<file path="config.mk">
export PLATFORM = sky130hd
export DESIGN_NAME = coverage_alpha_blend_core
export DESIGN_NICKNAME = d
export VERILOG_FILES = /design/src/hw/rtl/cab_pkg.sv /design/src/hw/rtl/cab_div_pipe.sv /design/src/hw/rtl/coverage_alpha_blend_core.sv
export SDC_FILE = /design/constraint.sdc
export NUM_CORES = 2
export LEC_CHECK = 0
export ABC_AREA = 1
export BUFFER_PORTS_ARGS = -buffer_cell sky130_fd_sc_hd__buf_2
export CORE_MARGIN = 5
export CORE_UTILIZATION = 57
export CTS_CLUSTER_DIAMETER = 60
export CTS_CLUSTER_SIZE = 16
export DETAILED_ROUTE_END_ITERATION = 6
export HOLD_SLACK_MARGIN = 0.02
export PLACE_DENSITY = 0.84
export SLEW_MARGIN = 20
export SYNTH_ARGS = -nofsm -noshare
export SYNTH_HDL_FRONTEND = slang
export SYNTH_SLANG_ARGS = --single-unit
</file>
<file path="constraint.sdc">
create_clock -name i_clk -period 11.1 [get_ports i_clk]
set_input_delay 1.11 -clock i_clk [delete_from_list [all_inputs] [get_ports i_clk]]
set_output_delay 1.11 -clock i_clk [all_outputs]
set_load 0.01 [all_outputs]
</file>
<file path="src/hw/rtl/cab_pkg.sv">
`default_nettype none
// ----------------------------------------------------------------------------
// cab_pkg
// Shared types, register indexes and divide-by-255 helpers for the coverage
// alpha blend core.
// ----------------------------------------------------------------------------
package cab_pkg;

    localparam int CfgIndexWidth = 4;
    localparam int ChanWidth     = 8;
    localparam int NumColor      = 3;

    localparam logic [CfgIndexWidth-1:0] CFG_BRUSH_RED   = 4'd0;
    localparam logic [CfgIndexWidth-1:0] CFG_BRUSH_GREEN = 4'd1;
    localparam logic [CfgIndexWidth-1:0] CFG_BRUSH_BLUE  = 4'd2;
    localparam logic [CfgIndexWidth-1:0] CFG_BRUSH_ALPHA = 4'd3;

    localparam logic [7:0] CH_MAX     = 8'd255;
    localparam logic [7:0] ROUND_HALF = 8'd127;

    typedef enum logic [1:0] {
        MODE_PASS,
        MODE_BRUSH,
        MODE_BLEND
    } t_mode;

    // Pixel and flags that travel alongside the divider.
    typedef struct packed {
        logic       blend;
        logic       written;
        logic [7:0] red;
        logic [7:0] green;
        logic [7:0] blue;
        logic [7:0] alpha;
    } t_side;

    // First guess of x / 255 as x * 257 / 65536. It never overshoots and
    // falls short by at most one for any x below 255 * 65536.
    function automatic logic [15:0] div255_est(input logic [23:0] x);
        logic [32:0] m;
        m = {9'b0, x} + {1'b0, x, 8'b0};
        return m[31:16];
    endfunction

    // Corrects the guess from the remainder x - q * 255.
    function automatic logic [15:0] div255_fix(input logic [23:0] x,
                                               input logic [15:0] q);
        logic [23:0] p;
        logic [23:0] diff;
        logic [9:0]  r;
        p    = {q, 8'b0} - {8'b0, q};
        diff = x - p;
        r    = diff[9:0];
        if (r >= 10'd510) begin
            return q + 16'd2;
        end else if (r >= 10'd255) begin
            return q + 16'd1;
        end
        return q;
    endfunction

endpackage
`default_nettype wire

</file>
<file path="src/hw/rtl/cab_div_pipe.sv">
`default_nettype none
// ----------------------------------------------------------------------------
// cab_div_pipe
// Restoring divider of three color sums by the output alpha, one quotient bit
// per stage, with saturation at 255 and the final output select.
// ----------------------------------------------------------------------------
module cab_div_pipe import cab_pkg::*; (
    input  wire logic        i_clk,
    input  wire logic        i_rst_n,
    input  wire logic        i_valid,
    output logic             o_stall,
    input  wire logic [16:0] i_sum [0:NumColor-1],
    input  wire logic [7:0]  i_oa,
    input  wire t_side       i_side,
    output logic             o_valid,
    input  wire logic        i_stall,
    output logic [7:0]       o_red,
    output logic [7:0]       o_green,
    output logic [7:0]       o_blue,
    output logic [7:0]       o_alpha,
    output logic             o_written
);

    // Stage 0 checks saturation, stages 1 to 8 produce quotient bits 7 to 0,
    // stage 9 is the output register.
    localparam int NumStage = 10;
    localparam int LastBit  = 8;

    logic [NumStage-1:0] r_v;
    logic [NumStage-1:0] en;

    logic [15:0] r_rem [0:LastBit][0:NumColor-1];
    logic [7:0]  r_q   [0:LastBit][0:NumColor-1];
    logic        r_sat [0:LastBit][0:NumColor-1];
    logic [7:0]  r_oa  [0:LastBit];
    t_side       r_side[0:LastBit];

    logic [15:0] n_rem [1:LastBit][0:NumColor-1];
    logic [7:0]  n_q   [1:LastBit][0:NumColor-1];

    logic [7:0]  r_out_red;
    logic [7:0]  r_out_green;
    logic [7:0]  r_out_blue;
    logic [7:0]  r_out_alpha;
    logic        r_out_written;

    logic [7:0]  n_out_chan [0:NumColor-1];

    always_comb begin
        en[NumStage-1] = !r_v[NumStage-1] || !i_stall;
        for (int j = NumStage - 2; j >= 0; j--) begin
            en[j] = !r_v[j] || en[j+1];
        end
    end

    assign o_stall = !en[0];

    always_comb begin
        logic [15:0] dvs;
        logic        ge;
        for (int j = 1; j <= LastBit; j++) begin
            dvs = {r_oa[j-1], 8'b0} >> j;
            for (int c = 0; c < NumColor; c++) begin
                ge            = r_rem[j-1][c] >= dvs;
                n_rem[j][c]   = ge ? (r_rem[j-1][c] - dvs) : r_rem[j-1][c];
                n_q[j][c]     = r_q[j-1][c];
                n_q[j][c][LastBit-j] = ge;
            end
        end
    end

    always_comb begin
        for (int c = 0; c < NumColor; c++) begin
            n_out_chan[c] = r_sat[LastBit][c] ? CH_MAX : r_q[LastBit][c];
        end
    end

    always_ff @(posedge i_clk) begin
        if (!i_rst_n) begin
            r_v <= '0;
        end else begin
            if (en[0]) begin
                r_v[0] <= i_valid;
            end
            for (int j = 1; j < NumStage; j++) begin
                if (en[j]) begin
                    r_v[j] <= r_v[j-1];
                end
            end
        end
    end

    always_ff @(posedge i_clk) begin
        if (en[0]) begin
            for (int c = 0; c < NumColor; c++) begin
                r_sat[0][c] <= i_sum[c] >= {1'b0, i_oa, 8'b0};
                r_rem[0][c] <= i_sum[c][15:0];
                r_q[0][c]   <= '0;
            end
            r_oa[0]   <= i_oa;
            r_side[0] <= i_side;
        end
        for (int j = 1; j <= LastBit; j++) begin
            if (en[j]) begin
                for (int c = 0; c < NumColor; c++) begin
                    r_sat[j][c] <= r_sat[j-1][c];
                    r_rem[j][c] <= n_rem[j][c];
                    r_q[j][c]   <= n_q[j][c];
                end
                r_oa[j]   <= r_oa[j-1];
                r_side[j] <= r_side[j-1];
            end
        end
        if (en[NumStage-1]) begin
            if (r_side[LastBit].blend) begin
                r_out_red   <= n_out_chan[0];
                r_out_green <= n_out_chan[1];
                r_out_blue  <= n_out_chan[2];
            end else begin
                r_out_red   <= r_side[LastBit].red;
                r_out_green <= r_side[LastBit].green;
                r_out_blue  <= r_side[LastBit].blue;
            end
            r_out_alpha   <= r_side[LastBit].alpha;
            r_out_written <= r_side[LastBit].written;
        end
    end

    assign o_valid   = r_v[NumStage-1];
    assign o_red     = r_out_red;
    assign o_green   = r_out_green;
    assign o_blue    = r_out_blue;
    assign o_alpha   = r_out_alpha;
    assign o_written = r_out_written;

endmodule
`default_nettype wire

</file>
<file path="src/hw/rtl/coverage_alpha_blend_core.sv">
`default_nettype none
// 6 blend stages, then 10 stages of the bit-per-stage output-alpha divider.
// Throughput: one pixel per cycle; a stall only holds stages that are full.
// Reset clears all valid bits and sets the brush color to 0, 0, 0, 255.
// ----------------------------------------------------------------------------
// coverage_alpha_blend_core
// Source-over compositing of a configured brush color onto RGBA8 pixels,
// with the source alpha scaled by per-pixel coverage.
// ----------------------------------------------------------------------------
module coverage_alpha_blend_core import cab_pkg::*; (
    input  wire logic                     i_clk,
    input  wire logic                     i_rst_n,
    input  wire logic                     i_cfg_valid,
    output logic                          o_cfg_ready,
    input  wire logic [CfgIndexWidth-1:0] i_cfg_index,
    input  wire logic [7:0]               i_cfg_data,
    input  wire logic                     i_valid,
    output logic                          o_stall,
    input  wire logic [7:0]               i_dst_red,
    input  wire logic [7:0]               i_dst_green,
    input  wire logic [7:0]               i_dst_blue,
    input  wire logic [7:0]               i_dst_alpha,
    input  wire logic [7:0]               i_coverage,
    output logic                          o_valid,
    input  wire logic                     i_stall,
    output logic [7:0]                    o_out_red,
    output logic [7:0]                    o_out_green,
    output logic [7:0]                    o_out_blue,
    output logic [7:0]                    o_out_alpha,
    output logic                          o_written
);

    localparam int NumChan = NumColor + 1;
    localparam int AIdx    = NumColor;

    logic [7:0] r_brush_red;
    logic [7:0] r_brush_green;
    logic [7:0] r_brush_blue;
    logic [7:0] r_brush_alpha;
    logic [7:0] w_brush [0:NumColor-1];

    logic en1, en2, en3, en4, en5, en6;
    logic div_stall;

    // Stage 1: brush alpha times coverage.
    logic        r1_v;
    logic [15:0] r1_prod;
    logic        r1_cov_zero;
    logic        r1_cov_full;
    logic [7:0]  r1_d [0:NumChan-1];

    // Stage 2: scaled source alpha and case select.
    logic        r2_v;
    logic [7:0]  r2_sa;
    t_mode       r2_mode;
    logic [7:0]  r2_d [0:NumChan-1];
    logic [15:0] w2_sa;
    logic [7:0]  n2_sa;
    t_mode       n2_mode;

    // Stage 3: first products.
    logic        r3_v;
    logic [15:0] r3_dai;
    logic [15:0] r3_ssa [0:NumColor-1];
    logic [7:0]  r3_sa;
    t_mode       r3_mode;
    logic [7:0]  r3_d [0:NumChan-1];

    // Stage 4: dividends for the rounded divide by 255.
    logic        r4_v;
    logic [23:0] r4_x [0:NumChan-1];
    logic [15:0] r4_ssa [0:NumColor-1];
    logic [7:0]  r4_sa;
    t_mode       r4_mode;
    logic [7:0]  r4_d [0:NumChan-1];

    // Stage 5: quotient guesses.
    logic        r5_v;
    logic [23:0] r5_x [0:NumChan-1];
    logic [15:0] r5_q1 [0:NumChan-1];
    logic [15:0] r5_ssa [0:NumColor-1];
    logic [7:0]  r5_sa;
    t_mode       r5_mode;
    logic [7:0]  r5_d [0:NumChan-1];

    // Stage 6: premultiplied sums and output alpha.
    logic        r6_v;
    logic [16:0] r6_sum [0:NumColor-1];
    logic [7:0]  r6_oa;
    t_mode       r6_mode;
    logic [7:0]  r6_d [0:NumChan-1];
    logic [15:0] w6_q [0:NumChan-1];
    logic [9:0]  w6_oa;

    t_side       w_side;

    assign w_brush[0] = r_brush_red;
    assign w_brush[1] = r_brush_green;
    assign w_brush[2] = r_brush_blue;

    // Configuration port.
    assign o_cfg_ready = 1'b1;

    always_ff @(posedge i_clk) begin
        if (!i_rst_n) begin
            r_brush_red   <= '0;
            r_brush_green <= '0;
            r_brush_blue  <= '0;
            r_brush_alpha <= CH_MAX;
        end else if (i_cfg_valid && o_cfg_ready) begin
            unique case (i_cfg_index)
                CFG_BRUSH_RED:   r_brush_red   <= i_cfg_data;
                CFG_BRUSH_GREEN: r_brush_green <= i_cfg_data;
                CFG_BRUSH_BLUE:  r_brush_blue  <= i_cfg_data;
                CFG_BRUSH_ALPHA: r_brush_alpha <= i_cfg_data;
                default: ;
            endcase
        end
    end

    // A stage takes new data when it is empty or its successor moves.
    always_comb begin
        en6 = !r6_v || !div_stall;
        en5 = !r5_v || en6;
        en4 = !r4_v || en5;
        en3 = !r3_v || en4;
        en2 = !r2_v || en3;
        en1 = !r1_v || en2;
    end

    assign o_stall = !en1;

    always_comb begin
        w2_sa = div255_fix({8'b0, r1_prod}, div255_est({8'b0, r1_prod}));
        n2_sa = r1_cov_full ? CH_MAX : w2_sa[7:0];
        if (r1_cov_zero || n2_sa == 8'd0) begin
            n2_mode = MODE_PASS;
        end else if (n2_sa == CH_MAX) begin
            n2_mode = MODE_BRUSH;
        end else begin
            n2_mode = MODE_BLEND;
        end
    end

    always_comb begin
        for (int c = 0; c < NumChan; c++) begin
            w6_q[c] = div255_fix(r5_x[c], r5_q1[c]);
        end
        w6_oa = {2'b0, r5_sa} + w6_q[AIdx][9:0];
    end

    always_ff @(posedge i_clk) begin
        if (!i_rst_n) begin
            r1_v <= 1'b0;
            r2_v <= 1'b0;
            r3_v <= 1'b0;
            r4_v <= 1'b0;
            r5_v <= 1'b0;
            r6_v <= 1'b0;
        end else begin
            if (en1) r1_v <= i_valid;
            if (en2) r2_v <= r1_v;
            if (en3) r3_v <= r2_v;
            if (en4) r4_v <= r3_v;
            if (en5) r5_v <= r4_v;
            if (en6) r6_v <= r5_v;
        end
    end

    always_ff @(posedge i_clk) begin
        if (en1) begin
            r1_prod     <= 16'(r_brush_alpha) * 16'(i_coverage) + 16'(ROUND_HALF);
            r1_cov_zero <= i_coverage == 8'd0;
            r1_cov_full <= i_coverage == CH_MAX;
            r1_d[0]     <= i_dst_red;
            r1_d[1]     <= i_dst_green;
            r1_d[2]     <= i_dst_blue;
            r1_d[AIdx]  <= i_dst_alpha;
        end
        if (en2) begin
            r2_sa   <= n2_sa;
            r2_mode <= n2_mode;
            r2_d    <= r1_d;
        end
        if (en3) begin
            r3_dai <= 16'(r2_d[AIdx]) * 16'(CH_MAX - r2_sa);
            for (int c = 0; c < NumColor; c++) begin
                r3_ssa[c] <= 16'(w_brush[c]) * 16'(r2_sa);
            end
            r3_sa   <= r2_sa;
            r3_mode <= r2_mode;
            r3_d    <= r2_d;
        end
        if (en4) begin
            for (int c = 0; c < NumColor; c++) begin
                r4_x[c] <= 24'(r3_d[c]) * 24'(r3_dai) + 24'(ROUND_HALF);
            end
            r4_x[AIdx] <= {8'b0, r3_dai} + 24'(ROUND_HALF);
            r4_ssa     <= r3_ssa;
            r4_sa      <= r3_sa;
            r4_mode    <= r3_mode;
            r4_d       <= r3_d;
        end
        if (en5) begin
            for (int c = 0; c < NumChan; c++) begin
                r5_q1[c] <= div255_est(r4_x[c]);
            end
            r5_x    <= r4_x;
            r5_ssa  <= r4_ssa;
            r5_sa   <= r4_sa;
            r5_mode <= r4_mode;
            r5_d    <= r4_d;
        end
        if (en6) begin
            for (int c = 0; c < NumColor; c++) begin
                r6_sum[c] <= {1'b0, r5_ssa[c]} + {1'b0, w6_q[c]};
            end
            r6_oa   <= (w6_oa > 10'(CH_MAX)) ? CH_MAX : w6_oa[7:0];
            r6_mode <= r5_mode;
            r6_d    <= r5_d;
        end
    end

    always_comb begin
        unique case (r6_mode)
            MODE_BRUSH: begin
                w_side.blend   = 1'b0;
                w_side.written = 1'b1;
                w_side.red     = r_brush_red;
                w_side.green   = r_brush_green;
                w_side.blue    = r_brush_blue;
                w_side.alpha   = r_brush_alpha;
            end
            MODE_BLEND: begin
                w_side.blend   = 1'b1;
                w_side.written = 1'b1;
                w_side.red     = r6_d[0];
                w_side.green   = r6_d[1];
                w_side.blue    = r6_d[2];
                w_side.alpha   = r6_oa;
            end
            default: begin
                w_side.blend   = 1'b0;
                w_side.written = 1'b0;
                w_side.red     = r6_d[0];
                w_side.green   = r6_d[1];
                w_side.blue    = r6_d[2];
                w_side.alpha   = r6_d[AIdx];
            end
        endcase
    end

    cab_div_pipe u_div (
        .i_clk     (i_clk),
        .i_rst_n   (i_rst_n),
        .i_valid   (r6_v),
        .o_stall   (div_stall),
        .i_sum     (r6_sum),
        .i_oa      (r6_oa),
        .i_side    (w_side),
        .o_valid   (o_valid),
        .i_stall   (i_stall),
        .o_red     (o_out_red),
        .o_green   (o_out_green),
        .o_blue    (o_out_blue),
        .o_alpha   (o_out_alpha),
        .o_written (o_written)
    );

endmodule
`default_nettype wire
</file>
==> Yosys cells after proc, flatten, opt, wreduce, memory -nomap -nowiden <==
Memory sizes are Yosys's and may differ from the RTL's.
Cells that the tools add are included.
{ "word_totals": {"ff_bits": 681, "ram_bits": 1117, "mem_count": 6, "output_inout_bits": 36, "in_bits": 57, "word_cells": 321} }
{ "memory_table": {"columns": ["name", "words", "width", "rd", "rd_clocked_by_memory_dff", "write_ports", "line_no", "rtl"], "rows": [
  ["u_div.r_rem", 9, 48, 8, 0, 9, "cab_div_pipe.sv:32", "logic [15:0] r_rem [0:LastBit][0:NumColor-1];"],
  ["u_div.r_side", 9, 34, 9, 0, 9, "cab_div_pipe.sv:36", "t_side r_side[0:LastBit];"],
  ["u_div.r_q", 9, 24, 9, 0, 9, "cab_div_pipe.sv:33", "logic [7:0] r_q [0:LastBit][0:NumColor-1];"],
  ["u_div.r_oa", 9, 8, 8, 0, 9, "cab_div_pipe.sv:35", "logic [7:0] r_oa [0:LastBit];"],
  ["r5_q1", 4, 16, 4, 0, 4, "coverage_alpha_blend_core.sv:80", "logic [15:0] r5_q1 [0:NumChan-1];"],
  ["u_div.r_sat", 9, 3, 9, 0, 9, "cab_div_pipe.sv:34", "logic r_sat [0:LastBit][0:NumColor-1];"]
]} }
{ "classes": {"n_mux": 78, "mul": 8, "eq_ne": 7, "n_lt_le_gt_ge": 38, "reduce_logical": 42, "n_addsub": 59} }
{ "ops": {"columns": ["cell", "count"], "rows": [
  ["16-bit 2-to-1 mux", 33],
  ["24-bit by 32-bit adder with 32-bit output", 3],
  ["10-bit subtractor", 9],
  ["8-bit 2-to-1 mux", 10],
  ["24-bit by 7-bit adder with 24-bit output, second input constant", 3],
  ["8-bit by 16-bit multiplier with 24-bit output", 3],
  ["34-bit one-hot mux with 2 select lines", 1],
  ["8-bit by 8-bit multiplier with 16-bit output", 4],
  ["16-bit by 16-bit adder with 17-bit output", 3],
  ["17-bit by 16-bit greater-or-equal comparator with 1-bit output", 3],
  ["10-bit by 8-bit greater-or-equal comparator with 1-bit output, second input constant", 5],
  ["10-bit by 9-bit greater-or-equal comparator with 1-bit output, second input constant", 5],
  ["16-bit by 1-bit adder with 16-bit output, second input constant", 3],
  ["16-bit by 2-bit adder with 16-bit output, second input constant", 3],
  ["16-bit by 10-bit greater-or-equal comparator with 1-bit output", 3],
  ["16-bit by 11-bit greater-or-equal comparator with 1-bit output", 3],
  ["16-bit by 12-bit greater-or-equal comparator with 1-bit output", 3],
  ["16-bit by 13-bit greater-or-equal comparator with 1-bit output", 3],
  ["16-bit by 14-bit greater-or-equal comparator with 1-bit output", 3],
  ["16-bit by 15-bit greater-or-equal comparator with 1-bit output", 3],
  ["16-bit by 8-bit greater-or-equal comparator with 1-bit output", 3],
  ["16-bit by 9-bit greater-or-equal comparator with 1-bit output", 3],
  ["16-bit by 10-bit subtractor with 16-bit output", 3],
  ["16-bit by 11-bit subtractor with 16-bit output", 3],
  ["other kinds (32)", 114]
]} }

==> Depth between registers and ports, before layout <==
{ "depth": {"depth_word": 18, "mapped_depth": 36, "ltp_nobuf": 35} }

==> Cells and area by module <==
A second synthesis with hierarchy kept.
{ "unflattened": {"hier_cells": 9892, "hier_area_um2": 99904.6} }
{ "modules_own_cells": {"columns": ["module", "n_inst", "seq_area_each_um2", "cells_per_inst", "area_each_um2"], "rows": [
  ["coverage_alpha_blend_core", 1, 20519.7, 6008, 56465.4],
  ["cab_div_pipe", 1, 27886.7, 3884, 43439.2]
]} }

==> Least setup slack after synthesis <==
OpenSTA, ideal clock, no wires.
{ "synth_path": {"path_kind": "input to register", "startpoint": "in i_stall", "endpoint": "reg r4_d[0] in the netlist's numbering, enable pin", "path_stages": 15, "slack_ns": -0.145, "n_path_buf": 0, "arrival_time_ns": 10.714, "setup_ns": 0.531, "required_ns": 10.569, "cell_sequence": "nand2_2 nor2_2 inv_2 nor2_4 nand2_4 nor2_4 nand2_4 nor2_4 nand2_4 nor2_4 nand2_4 nor2_4 nand2_4 nor2_4 inv_1"} }
{ "synth_via": {"elab_chain_len": 14} }
{ "synth_rtl": {"columns": ["item", "line_no", "rtl"], "rows": [
  ["start, declared", "coverage_alpha_blend_core.sv:25", "input wire logic i_stall,"],
  ["1-bit logical NOT", "cab_div_pipe.sv:50", "en[NumStage-1] = !r_v[NumStage-1] || !i_stall;"],
  ["1-bit logical OR", "cab_div_pipe.sv:50", null],
  ["1-bit logical OR", "cab_div_pipe.sv:52", "en[j] = !r_v[j] || en[j+1];"],
  ["net u_div.en[8]", "cab_div_pipe.sv:30", "logic [NumStage-1:0] en;"],
  ["1-bit logical OR (2 in a row)", "cab_div_pipe.sv:52", null],
  ["net u_div.en[6]", "cab_div_pipe.sv:30", null],
  ["1-bit logical OR (2 in a row)", "cab_div_pipe.sv:52", null],
  ["net u_div.en[4]", "cab_div_pipe.sv:30", null],
  ["1-bit logical OR (2 in a row)", "cab_div_pipe.sv:52", null],
  ["net u_div.en[2]", "cab_div_pipe.sv:30", null],
  ["1-bit logical OR (2 in a row)", "cab_div_pipe.sv:52", null],
  ["net u_div.en[0]", "cab_div_pipe.sv:30", null],
  ["1-bit logical OR", "coverage_alpha_blend_core.sv:123", "en6 = !r6_v || !div_stall;"],
  ["1-bit logical OR", "coverage_alpha_blend_core.sv:124", "en5 = !r5_v || en6;"],
  ["net en5", "coverage_alpha_blend_core.sv:42", "logic en1, en2, en3, en4, en5, en6;"],
  ["1-bit logical OR", "coverage_alpha_blend_core.sv:125", "en4 = !r4_v || en5;"],
  ["net en4", "coverage_alpha_blend_core.sv:42", null],
  ["end signal, assigned", "coverage_alpha_blend_core.sv:202", "r4_d <= r3_d;"],
  ["end, declared", "coverage_alpha_blend_core.sv:75", "logic [7:0] r4_d [0:NumChan-1];"]
]} }
The timed path passes the listed nets, and every way through them passes these cells.
A chain may end at the register's enable or synchronous reset.

==> Worst setup path in the final report <==
{ "layout_path": {"startpoint": "in i_stall", "endpoint": "out o_stall"} }
{ "layout_via": {"elab_chain_len": 18} }
{ "layout_rtl": {"columns": ["item", "line_no", "rtl"], "rows": [
  ["1-bit logical NOT", "cab_div_pipe.sv:50", null],
  ["1-bit logical OR", "cab_div_pipe.sv:50", null],
  ["net u_div.en[9]", "cab_div_pipe.sv:30", null],
  ["1-bit logical OR", "cab_div_pipe.sv:52", null],
  ["net u_div.en[8]", "cab_div_pipe.sv:30", null],
  ["1-bit logical OR (2 in a row)", "cab_div_pipe.sv:52", null],
  ["net u_div.en[6]", "cab_div_pipe.sv:30", null],
  ["1-bit logical OR (2 in a row)", "cab_div_pipe.sv:52", null],
  ["net u_div.en[4]", "cab_div_pipe.sv:30", null],
  ["(+2 left out)", null, null],
  ["net u_div.en[2]", "cab_div_pipe.sv:30", null],
  ["(+2 left out)", null, null],
  ["net u_div.en[0]", "cab_div_pipe.sv:30", null],
  ["(+1 left out)", null, null],
  ["1-bit logical OR", "coverage_alpha_blend_core.sv:124", null],
  ["net en5", "coverage_alpha_blend_core.sv:42", null],
  ["1-bit logical OR", "coverage_alpha_blend_core.sv:125", null],
  ["1-bit logical OR", "coverage_alpha_blend_core.sv:126", "en3 = !r3_v || en4;"],
  ["net en3", "coverage_alpha_blend_core.sv:42", null],
  ["1-bit logical OR", "coverage_alpha_blend_core.sv:127", "en2 = !r2_v || en3;"],
  ["1-bit logical OR", "coverage_alpha_blend_core.sv:128", "en1 = !r1_v || en2;"],
  ["1-bit logical NOT", "coverage_alpha_blend_core.sv:131", "assign o_stall = !en1;"],
  ["end, declared", "coverage_alpha_blend_core.sv:18", "output logic o_stall,"]
]} }
The timed path passes the listed nets, and every way through them passes these cells.

==> summary by stage <==
Outcome
The flow ran to the end, but the final reports show violations. The final reports fail on DRC.

Critical path
In this run the worst path has a maximum fanout of 117. Setup slack on the worst reg-to-reg path comes out at 4870 ps. The sort of element at the end of the critical path is a primary output. The path type of the worst setup path is in2out. STA classifies the critical path startpoint as an input pin. The number of cells on the worst reg-to-reg path is 18. The startpoint of the lowest-slack register-to-register path is u_div.r_v[9]. Counting stages on the worst path, the most repeated cell is nor2_4.

Broken down by cell family, the worst path's largest delay share belongs to simple AND/OR/NAND/NOR gates. The longest individual stage delay on the worst path is 550 ps. The endpoint identified for the worst register-to-register timing path is r1_d[16]. The number of buffer and inverter instances along the worst setup path is 4.

The arrival time of data at the critical path endpoint is 6480 ps. Walking the worst path, the cells encountered are buf_2, nand2_2, nor2_2, inv_2, nor2_4, nand2_4, nor2_4, nand2_4, nor2_4, nand2_4, nor2_4, nand2_4, nor2_4, nand2_8, nor2_4, nand2_4, nor2_4, nand2_2, inv_2, buf_2. Data on the critical path is required at its endpoint by 9990 ps.

The critical path's slowest cell is nand2_4.

Global routing
The overall routing resource usage is 24.3%. The initial antenna violation count is 2. The maximum number of pins on one net before global-route repair is 118. The leftover overflow at the end of global routing is 0. The first-pass GRT wire length is 338000 um. The number of global-route vias before repair is 64400.

Synth
edfxtp_1 takes more of the synthesized area than any other cell. For this run, asynchronously set or reset flops after synthesis account for 0%. Synthesis produced a netlist with a net count of 10300.

The dominant synthesized flop cell is edfxtp_1. Sorting the synthesized cells by area gives the leading types as edfxtp_1 49%, fa_1 10%, ha_1 9.9%. The number of warnings printed during yosys synthesis is 0.

The cell count after synthesis is 9010. The average cell area after synthesis is 10.7 um^2. Sequential cells were found to cover 50.4% of the synthesized design area. In this run, distinct cell masters in the synthesized netlist total 69. After synthesis the netlist holds a flip-flop and latch count of 1628. The share of synthesized area in the top cell type comes to 49.4%. Counting flops with a built-in enable in the synthesized netlist gives 1580. The synthesized netlist occupies a cell area of 96000 um^2.

Placement
The placed wire-length estimate after detailed placement is 159000 um. Buffers placed on the I/O ports in this run total 91. At the end of routability-driven placement, the weighted congestion stood at 0.935.

CTS
After clock tree synthesis, the flow added hold-fix buffers numbering 0. The number of H-tree levels is 4. The post-CTS setup repair buffer count is 0. The number of sinks on the clock net is 1628. The clock tree from TritonCTS is yes. The clock-pin transition on the worst setup and hold timing paths is 70 ps.

In this run, post-CTS repair resized a total of 0 instances. The master cell of the clock root buffer is clkbuf_16. Counting along the longest clock path gives a buffer depth of 3.

In this run, CTS created clock tree buffers numbering 135. At the later pin of the worst-skew pair, clock insertion delay measures 810 ps.

Routing
The total wirelength of the detailed-routed design is 212000 um. The count of nets left with antenna violations once routing finished came out at 0. Using the TritonRoute via totals, the vias-per-cell ratio works out to 5.52.

Detailed routing inserted a total of 62700 vias. In the routed design, unresolved DRC markers number 25. Before antenna repair, the detailed router went through 7 iterations. The detailed router finished its first iteration with 4964 violations. The per-cell routed wire length is 18.7 um.

STA
In the final timing run, aggregate negative setup slack is 0 ps. The number of hold violations in the final report is 0. Dividing the final minimum period by the clock period gives 68.3%.

The number of slew-limit violations in the final report is 0. Setup repair after global routing left no endpoint under its margin. The maximum clock frequency is 132 MHz.

The number of failing setup endpoints in the final timing report is 0. The slew of the pin with the lowest slew margin is 1020 ps. Clock skew on the completed layout was measured at 68.5 ps.

The worst-case headroom to the max-slew limit is 32.0%. Subtracting the final worst setup slack from the clock period gives 7590 ps.

Die
The core footprint is 167000 um^2. Measured along the y axis, the die boundary spans 420 um. The floorplan step set the die width to 420 um. The starting density of the core is 57.4%. The floorplan step defined a die boundary enclosing 177000 um^2. The total I/O pin count is 93. The number of standard-cell rows in the floorplan is 150.

Job
The count of maximum capacitance violations is 0.

Cells and area
The final net count is 10400. The top cell types in the final layout, fill and taps aside, are 1688 x nand2_1, 1592 x inv_1, 1580 x edfxtp_1. The library cell used most frequently in the layout, excluding fill and tap cells, is nand2_1.

The number of fill cells in the layout is 12600. From synthesis to final layout, the design area changed by 7.40%. The share of final-layout standard cells stronger than drive strength 1 is 4.34%.

Hold path
The worst hold path startpoint is u_div.r_q[3][21]. The class of the tightest hold or removal check is reg2reg. For hold timing, the worst endpoint is u_div.r_q[4][21].

The worst hold path cell count is 0.
==> registers in the layout, summed over array words and instances, names as in the netlist, 27 cells and up <==
signal and flops:
u_div.r_side 306, r5_d 32, r3_d 32, r5_ssa 48, r3_ssa 48, u_div.r_q 108
u_div.r_oa 64, r4_x 89, r2_d 32, r5_x 40, r6_sum 51, u_div.r_rem 384
r1_d 32, r4_ssa 48, u_div.r_sat 27, r6_d 32, r4_d 32, r5_q1 58
==> cell usage after synthesis, types with 3 or more instances <==
| cell type | number |
|---|---|
| a211o_1 | 3 |
| a211oi_1 | 9 |
| a21boi_0 | 11 |
| a21boi_1 | 12 |
| a21o_1 | 26 |
| a21oi_1 | 502 |
| a221oi_1 | 3 |
| a31oi_1 | 28 |
| and2_1 | 9 |
| buf_1 | 10 |
| buf_2 | 12 |
| clkbuf_1 | 206 |
| dfxtp_1 | 48 |
| edfxtp_1 | 1580 |
| fa_1 | 486 |
| ha_1 | 757 |
| inv_1 | 1599 |
| inv_2 | 17 |
| nand2_1 | 1688 |
| nand2_2 | 7 |
| nand2_4 | 6 |
| nand3_1 | 231 |
| nand3b_1 | 14 |
| nand4_1 | 90 |
| nor2_1 | 526 |
| nor2_2 | 6 |
| nor2_4 | 7 |
| nor3_1 | 68 |
| nor3b_1 | 3 |
| nor4_1 | 45 |
| o2111ai_1 | 3 |
| o211ai_1 | 32 |
| o21a_1 | 12 |
| o21ai_0 | 338 |
| o21ai_1 | 22 |
| o21bai_1 | 26 |
| o221ai_1 | 5 |
| o22ai_1 | 6 |
| o31ai_1 | 6 |
| o41ai_1 | 3 |
| or2_1 | 4 |
| or2_2 | 15 |
| or4_1 | 5 |
| xnor2_1 | 145 |
| xor2_1 | 346 |
==> worst max path at each step <==
stage | from | endpoint | slack [ps] | cells past startpoint
finish | i_stall | o_stall | 3510 | 20
global route | u_div.r_v[9] | o_stall | 2980 | 19
CTS | u_div.r_v[9] | o_stall | 3370 | 19
detailed placement | i_stall | o_stall | 3470 | 20
global placement | i_stall | o_stall | 3750 | 20
floorplan | i_stall | r4_d[0] | 610 | 15
==> area by class of cell <==
type	instances	area (um^2)	share of cell area [%]
Antenna cell	3	7.51	0.00728
Multi-Input combinational cell	5537	40700	39.5
Tap cell	2204	2760	2.67
Clock buffer	165	3490	3.38
Clock inverter	57	855	0.829
Timing Repair Buffer	141	850	0.824
Inverter	1616	6080	5.89
Sequential cell	1628	48400	46.9
==> layer usage <==
layer / GRT usage [%] / part of all wire (%) / vias up
met2: 43.0 / 51 / 2362
met3: 3.69 / 6.2 / 623
met4: 12.3 / 5.7 / 4
met5: 0 / 0.012 / -
li1: - / - / 29700
met1: 28.8 / 37 / 30000
==> stage by stage <==
step	worst slack [ps]	cell area, um^2	hold WS (ps)	instances	utilization [%]
global placement	3750	98800	400	11100	59.0
detailed placement	3470	98800	405	11100	59.0
global route	2980	103000	397	11300	61.6
finish	3510	103000	390	11400	61.6
CTS	3370	103000	393	11300	61.6
floorplan	615	96000	400	9010	-
==> cell families after synthesis <==
kind of cell    Yosys count  share of synthesized area [%]
buf+inv                1845                           7.23
compound gates         1065                           6.08
mux                       3                         0.0352
fa+ha+maj              1243                           20.0
flops                  1628                           50.4
other cells               1                        0.00390
xor+xnor                491                           4.48
simple gates           2734                           11.8
Power is not shown: default switching activity piles up to over one toggle a cycle in this logic, so the estimate is an artifact.
